--- config.mk ---
export PLATFORM = sky130hd
export DESIGN_NAME = rgbc_tap_cell
export DESIGN_NICKNAME = d
export VERILOG_FILES = /design/src/hw/rtl/rgbc_pkg.sv /design/src/hw/rtl/rgbc_tap_cell.sv
export SDC_FILE = /design/constraint.sdc
export NUM_CORES = 2
export LEC_CHECK = 0
export ABC_AREA = 1
export ABC_CLOCK_PERIOD_IN_PS = 5200
export BUFFER_PORTS_ARGS = -buffer_cell sky130_fd_sc_hd__buf_4
export CAP_MARGIN = 10
export CORE_MARGIN = 5
export CORE_UTILIZATION = 45
export DETAILED_ROUTE_END_ITERATION = 10
export MAX_ROUTING_LAYER = met4
export PLACE_DENSITY_LB_ADDON = 0.15
export SLEW_MARGIN = 20
export SYNTH_ARGS = -nofsm -noshare
export SYNTH_HDL_FRONTEND = slang
export SYNTH_SLANG_ARGS = --single-unit
--- constraint.sdc ---
create_clock -name clk -period 5.2 [get_ports clk]
set_input_delay 0.78 -clock clk [delete_from_list [all_inputs] [get_ports clk]]
set_output_delay 0.78 -clock clk [all_outputs]
set_load 0.005 [all_outputs]
--- src/hw/rtl/rgbc_pkg.sv ---
// Shared types, constants and helpers for the RGB 3x3 convolution filter.
// Used by rgbc_line_store, rgbc_tap_cell and rgb_conv3x3_filter; no dependencies.
package rgbc_pkg;

	localparam int PIX_W     = 8;
	localparam int COEF_W    = 16;
	localparam int FRAC_BITS = 8;
	localparam int CFG_DIM_W = 11;
	localparam int CFG_ROW_W = 3 * COEF_W;
	localparam int CFG_IDX_W = 3;
	localparam int PROD_W    = PIX_W + 1 + COEF_W;
	localparam int COL_SUM_W = PROD_W + 2;
	localparam int SUM_W     = COL_SUM_W + 2;
	localparam int LINE_W    = 6 * PIX_W;

	localparam logic [CFG_DIM_W-1:0] FRAME_WIDTH_RST  = CFG_DIM_W'(640);
	localparam logic [CFG_DIM_W-1:0] FRAME_HEIGHT_RST = CFG_DIM_W'(480);
	localparam logic [CFG_ROW_W-1:0] COEF_TOP_RST     = '0;
	localparam logic [CFG_ROW_W-1:0] COEF_MID_RST     = 48'h0000_0100_0000;
	localparam logic [CFG_ROW_W-1:0] COEF_BOT_RST     = '0;

	typedef enum logic [CFG_IDX_W-1:0] {
		CFG_FRAME_WIDTH  = 3'd0,
		CFG_FRAME_HEIGHT = 3'd1,
		CFG_COEF_TOP     = 3'd2,
		CFG_COEF_MID     = 3'd3,
		CFG_COEF_BOT     = 3'd4
	} cfg_reg_t;

	// how far the input position is into the frame, for the start of output
	typedef enum logic [1:0] {
		ROW_FIRST,
		ROW_SECOND,
		ROW_LATER
	} row_phase_t;

	typedef struct packed {
		logic [PIX_W-1:0] blue;
		logic [PIX_W-1:0] green;
		logic [PIX_W-1:0] red;
	} pix_t;

	typedef struct packed {
		pix_t bot;
		pix_t mid;
		pix_t top;
	} win_col_t;

	typedef struct packed {
		logic signed [COEF_W-1:0] bot;
		logic signed [COEF_W-1:0] mid;
		logic signed [COEF_W-1:0] top;
	} coef_col_t;

	typedef struct packed {
		logic signed [COL_SUM_W-1:0] blue;
		logic signed [COL_SUM_W-1:0] green;
		logic signed [COL_SUM_W-1:0] red;
	} col_sum_t;

	typedef struct packed {
		logic shift;
		logic calc;
		logic top_ok;
		logic bot_ok;
	} cell_ctl_t;

	typedef struct packed {
		logic emit;
		logic left_ok;
		logic right_ok;
		logic top_ok;
		logic bot_ok;
		logic last;
	} pos_flags_t;

	function automatic logic signed [PROD_W-1:0] mul_tap(
		input logic [PIX_W-1:0]         ch,
		input logic signed [COEF_W-1:0] k
	);
		logic signed [PROD_W-1:0] p;
		p = $signed({1'b0, ch}) * k;
		return p;
	endfunction

	// floor by 2^FRAC_BITS, then saturate to the pixel range
	function automatic logic [PIX_W-1:0] clamp_chan(input logic signed [SUM_W-1:0] s);
		logic [PIX_W-1:0] r;
		if (s[SUM_W-1]) begin
			r = '0;
		end else if (|s[SUM_W-2:FRAC_BITS+PIX_W]) begin
			r = '1;
		end else begin
			r = s[FRAC_BITS+PIX_W-1:FRAC_BITS];
		end
		return r;
	endfunction

endpackage

--- src/hw/rtl/rgbc_tap_cell.sv ---
// One window column of the 3x3 filter: three pixels, nine products, column sums.
// Hands its column to the next older cell on every shift; uses rgbc_pkg.
module rgbc_tap_cell (
	input  logic                 clk,
	input  logic                 arst_n,
	input  rgbc_pkg::cell_ctl_t  ctl,
	input  logic                 col_ok,
	input  rgbc_pkg::coef_col_t  coef,
	input  rgbc_pkg::win_col_t   col_in,
	output rgbc_pkg::win_col_t   col_out,
	output rgbc_pkg::col_sum_t   sum
);

	rgbc_pkg::win_col_t col_q;
	rgbc_pkg::pix_t     row_px [3];
	logic signed [rgbc_pkg::COEF_W-1:0] row_k [3];
	logic        [2:0]  row_ok;
	logic signed [rgbc_pkg::PROD_W-1:0] prod_s3 [3][3];
	logic signed [rgbc_pkg::COL_SUM_W-1:0] acc [3];

	always_ff @(posedge clk or negedge arst_n) begin
		if (!arst_n) begin
			col_q <= '0;
		end else if (ctl.shift) begin
			col_q <= col_in;
		end
	end

	assign col_out = col_q;

	always_comb begin
		row_px[0] = col_q.top;
		row_px[1] = col_q.mid;
		row_px[2] = col_q.bot;
		row_ok    = {ctl.bot_ok, 1'b1, ctl.top_ok};
		// out-of-frame taps: drop the coefficient
		row_k[0]  = (row_ok[0] && col_ok) ? coef.top : '0;
		row_k[1]  = col_ok ? coef.mid : '0;
		row_k[2]  = (row_ok[2] && col_ok) ? coef.bot : '0;
	end

	always_ff @(posedge clk) begin
		if (ctl.calc) begin
			for (int r = 0; r < 3; r++) begin
				prod_s3[r][0] <= rgbc_pkg::mul_tap(row_px[r].red, row_k[r]);
				prod_s3[r][1] <= rgbc_pkg::mul_tap(row_px[r].green, row_k[r]);
				prod_s3[r][2] <= rgbc_pkg::mul_tap(row_px[r].blue, row_k[r]);
			end
		end
	end

	always_comb begin
		for (int ch = 0; ch < 3; ch++) begin
			acc[ch] = rgbc_pkg::COL_SUM_W'(prod_s3[0][ch])
				+ rgbc_pkg::COL_SUM_W'(prod_s3[1][ch])
				+ rgbc_pkg::COL_SUM_W'(prod_s3[2][ch]);
		end
	end

	always_ff @(posedge clk) begin
		if (ctl.calc) begin
			sum.red   <= acc[0];
			sum.green <= acc[1];
			sum.blue  <= acc[2];
		end
	end

endmodule

Word level (Yosys, flattened, before mapping)
Memories as Yosys holds them, arrays and structs flattened.
Index checks and enable logic that the tools add are counted.
{"block": "op_classes", "n_addsub": 6, "multipliers": 9, "muxes": 5, "n_reduce_logical": 2}
{"cell": "$mul 9x16->25", "n": 9}
{"cell": "$add 26x25->27", "n": 3}
{"cell": "$add 25x25->26", "n": 3}
{"cell": "$mux 16", "n": 3}
{"cell": "$logic_and 1x1->1", "n": 2}
{"cell": "$mux 1", "n": 2}
{"block": "totals", "ff_bits": 153, "ramBits": 225, "out_inout_bits": 153, "word_cells": 35, "memories": 1}
{"memory": "prod_s3", "depth": 3, "width": 75, "read_ports": 3, "rd_clocked_by_memory_dff": 0, "write_ports": 3, "line": "rgbc_tap_cell.sv:18", "source": "logic signed [rgbc_pkg::PROD_W-1:0] prod_s3 [3][3];"}

Logic depth before layout (Yosys ltp)
{"block": "logic_depth", "depth_word": 3, "mapped_depth": 26}

Worst setup path before layout
OpenSTA, ideal clock, no wires.
{"block": "synth_timing", "path_kind": "input -> register", "startpoint": "input col_ok", "endpoint": "memory prod_s3[2][73] (netlist bit) (data pin)", "setup_ns": 0.253, "arrival_ns": 4.868, "required_time_ns": 4.947, "setup_slack_ns": 0.079, "cell_stages": 22, "path_cell_list": "buf_4 nand2_2 inv_4 nand2_2 buf_2 nor2_1 inv_1 fa_1 inv_1 fa_1 fa_1 inv_1 fa_1 inv_1 ha_1 nand2_1 nor2_1 inv_1 nor2_1 nand4_1 nand4_1 nand2_1"}
{"item": "start: declaration", "line": "rgbc_tap_cell.sv:7", "source": "input logic col_ok,"}
{"item": "end: declaration", "line": "rgbc_tap_cell.sv:18"}

==> results by group <==
Power
  – Switch Pwr: 0.0123 W
  – Cell internal pwr: 0.0132 W
  – Gate power share: about 64%
  – Worst vdd ir: 322 uV
  – Clock power frac: between 10% and 20%
  – Switching Share: 48.1%
  – Total power per unit cell area: roughly 340 mW/mm^2
  – Reg power frac: 21.2%
  – Pleak: 41.5 nW

Outcome
  – Status: finished, final reports clean

Synthesis
  – Mapped Nets: 9704
  – Synth top area share: 31.6%
  – Seq cells post-synth: 378
  – Syn Area/Cell: 7.82 um^2
  – Cell accounting for the most synthesized area: fa_1
  – Register area share after synthesis: about 17%
  – Async S/R FF share, synth: 19.0%
  – Synth Warn #: 0
  – Post-synth cell types: 37
  – Area contributors post-synth: fa_1, edfxtp_1, inv_1
  – Post-synth top flop: edfxtp_1
  – Number of synthesized flops with an enable pin: 306
  – Netlist Area Pre-Place: 0.0630 mm^2
  – Cells after Synth: 8056

Global route
  – Largest net degree at the start of global routing: 99
  – Initial antenna violation count: 8
  – Vias in the first global route: 54200
  – Global-route usage over all layers: 27.4%
  – First-pass GRT wire length: 305000 um
  – Aggregate global routing overflow: 0

STA
  – Max Transition Viols Final: 0
  – Tightest Pin Transition: 0.844 ns
  – Worst slew margin: 43.7%
  – Fmax: 200 MHz
  – Clock skew: a little under 0.03 ns
  – Final period utilization: a little under 100%
  – RSZ-0062 raised after global routing: no
  – Setup total negative slack: 0 ns
  – Period minus WS final: approximately 5.0 ns
  – Final Hold Viols: 0
  – Setup violators final: 0

Final layout
  – Cell Count, Final, Fillers Out: 10900
  – Final nets: 10600
  – # diodes: 0
  – Synthesis-to-finish area growth: 18.1%
  – Most frequent cells in the layout: inv_1, nand2_1, buf_4
  – Commonest non-fill, non-tap cell in the layout: inv_1
  – Layout cells sized above 1: between 10% and 20%
  – Final core occ: 53.4%

Setup path
  – Critical Path RT: 5.62 ns
  – CP peak stage delay: about 0.59 ns
  – Critical path class: input pin to flip-flop
  – Worst Path Arrival: about 5.4 ns
  – Slowest cell on crit path: fa_1
  – Worst setup SP type: input pin
  – Crit end category: flip-flop
  – Most common cell on crit path: fa_1
  – Cell Chain, Critical Path: buf_4 > nand2_1 > inv_4 > nand2_2 > buf_12 > nor2_4 > inv_2 > fa_1 > buf_4 > fa_1 > inv_1 > fa_1 > inv_1 > fa_1 > inv_1 > ha_1 > nand2_1 > nor3_1 > buf_4 > nand3_1 > nand4_1 > nand2_1
  – Crit path max fanout: 8

Die
  – DIE HEIGHT: a little under 400 um
  – Die ar.: 0.148 mm^2
  – Rows: 137
  – Starting Density: 45.2%
  – Die Wd: 384 um
  – Boundary pin count: 280
  – Core area: approximately 0.14 mm^2

Drt
  – Post-route ant nets: 0
  – Vias per std cell: 4.83
  – Vias: 52600
  – DRC: 0
  – DRT Pass-1 Iters: 6
  – Routed wire per std cell: 17.6 um
  – Iteration-0 DRC Markers: 3269
  – Total wire length: 192000 um

Clock network
  – Clock Tree Buf Depth: 3
  – CTS sink count: 378
  – Num CTS Buffers: 50
  – Clk_lat worst skew: 0.68 ns
  – Clock-pin slew on the worst setup and hold paths: 0.07 ns
  – H-tree Lvls: 2
  – Clock root cell: clkbuf_16
  – CTS tree: done

Min path
  – HP Class: input pin to async pin

Flow run
  – Max Cap Viol: 0

Placed design
  – Final HPWL DP: 166000 um
  – Placed cells: 10800
  – GP Congestion: 0.977
  – Port Buffer Count: 279
## per-layer routing
layer | track usage [%] | vias up | wire length (um)
li1 | - | 25600 | -
met1 | 37.1 | 25600 | 87100
met2 | 44.8 | 1167 | 90800
met3 | 2.56 | 222 | 8760
met4 | 6.73 | 0 | 5470
met5 | - | - | 0
## synthesized netlist by cell type (2+ instances only)
cell type / n
inv_1: 2020
nand2_1: 1946
fa_1: 996
nor2_1: 985
ha_1: 525
edfxtp_1: 306
nand3_1: 251
a21oi_1: 215
o21ai_0: 128
xor2_1: 105
clkbuf_1: 96
nand4_1: 75
dfrtp_1: 72
buf_2: 56
xnor2_1: 54
clkinv_1: 35
nor3_1: 26
inv_2: 23
a21o_1: 20
nor2_4: 18
o21bai_1: 17
nand2_2: 16
and2_1: 12
nand3b_1: 11
nand2_4: 8
nor2_2: 8
o21ai_1: 7
buf_4: 6
nor3_2: 6
buf_6: 4
buf_1: 2
nand3_2: 2
## area by class of cell
class,instances,area (um^2)
multi-input cells,5435,43500
repair buffers,1027,8080
fillers,13600,64900
clock buffers,55,1320
inverters,2079,7820
clock inverters,37,397
well taps,1876,2350
flip-flops and latches,378,11000
## critical path: cells and delay by family
kind	cells	cell delay, ns
adder cells (fa/ha/maj)	5	2.41
AND/OR/NAND/NOR	8	1.15
buffers and inverters	9	1.08
## logic make-up after synthesis
family | after synthesis | share of synthesized area (%)
xor gates and xnor gates | 159 | 2.21
and+or+nand+nor | 3366 | 21.5
AOI/OAI and AO/OA | 389 | 3.25
adders and majority gates | 1521 | 42.1
buffers and inverters | 2243 | 13.6
DFF | 378 | 17.4
## worst paths after layout
path,slack [ns],to,cells after the start,from
min,0.19,col_out[38],1,arst_n
max in group asynchronous,3.73,col_out[9],2,arst_n
max reg2reg,0.32,prod_s3[1][66],17,col_out[28]
min in group clk,0.31,col_out[38],3,col_in[38]
max,0.19,prod_s3[0][71],22,col_ok
min reg2reg,0.66,col_out[41],2,col_out[41]
## registers in the layout, summed over array words and instances, names as in the netlist
| signal | count |
|---|---|
| sum | 81 |
| prod_s3 | 225 |
| col_out | 72 |
## stage by stage
stage	cell area (um^2)	power, W	hold slack [ns]	setup slack, ns
6_report	74500	0.0255	0.189	0.189
5_1_grt	74500	0.0280	0.192	0.00553
4_1_cts	74400	0.0257	0.146	0.184
3_5_place_dp	72700	0.0218	0.636	-0.537
3_3_place_gp	72700	0.0218	0.631	-0.461
2_1_floorplan	63000	0.0151	0.484	0.0789
## power groups by stage
stage                     logic (W)  registers [W]  clock network, W
after floorplan             0.00997        0.00513                 0
after global placement       0.0163        0.00548                 0
after detailed placement     0.0164        0.00548                 0
after CTS                    0.0165        0.00544           0.00379
after global routing         0.0186        0.00549           0.00390
final                        0.0164        0.00542           0.00368
## repair_timing
action,4_1_cts,5_1_grt
endpoints found under the setup margin,0,9
hold buffers,0,0
resized for setup,0,8
hold endpoints to repair,0,0
setup buffers,0,1
Power figures use the tool's default switching activity.
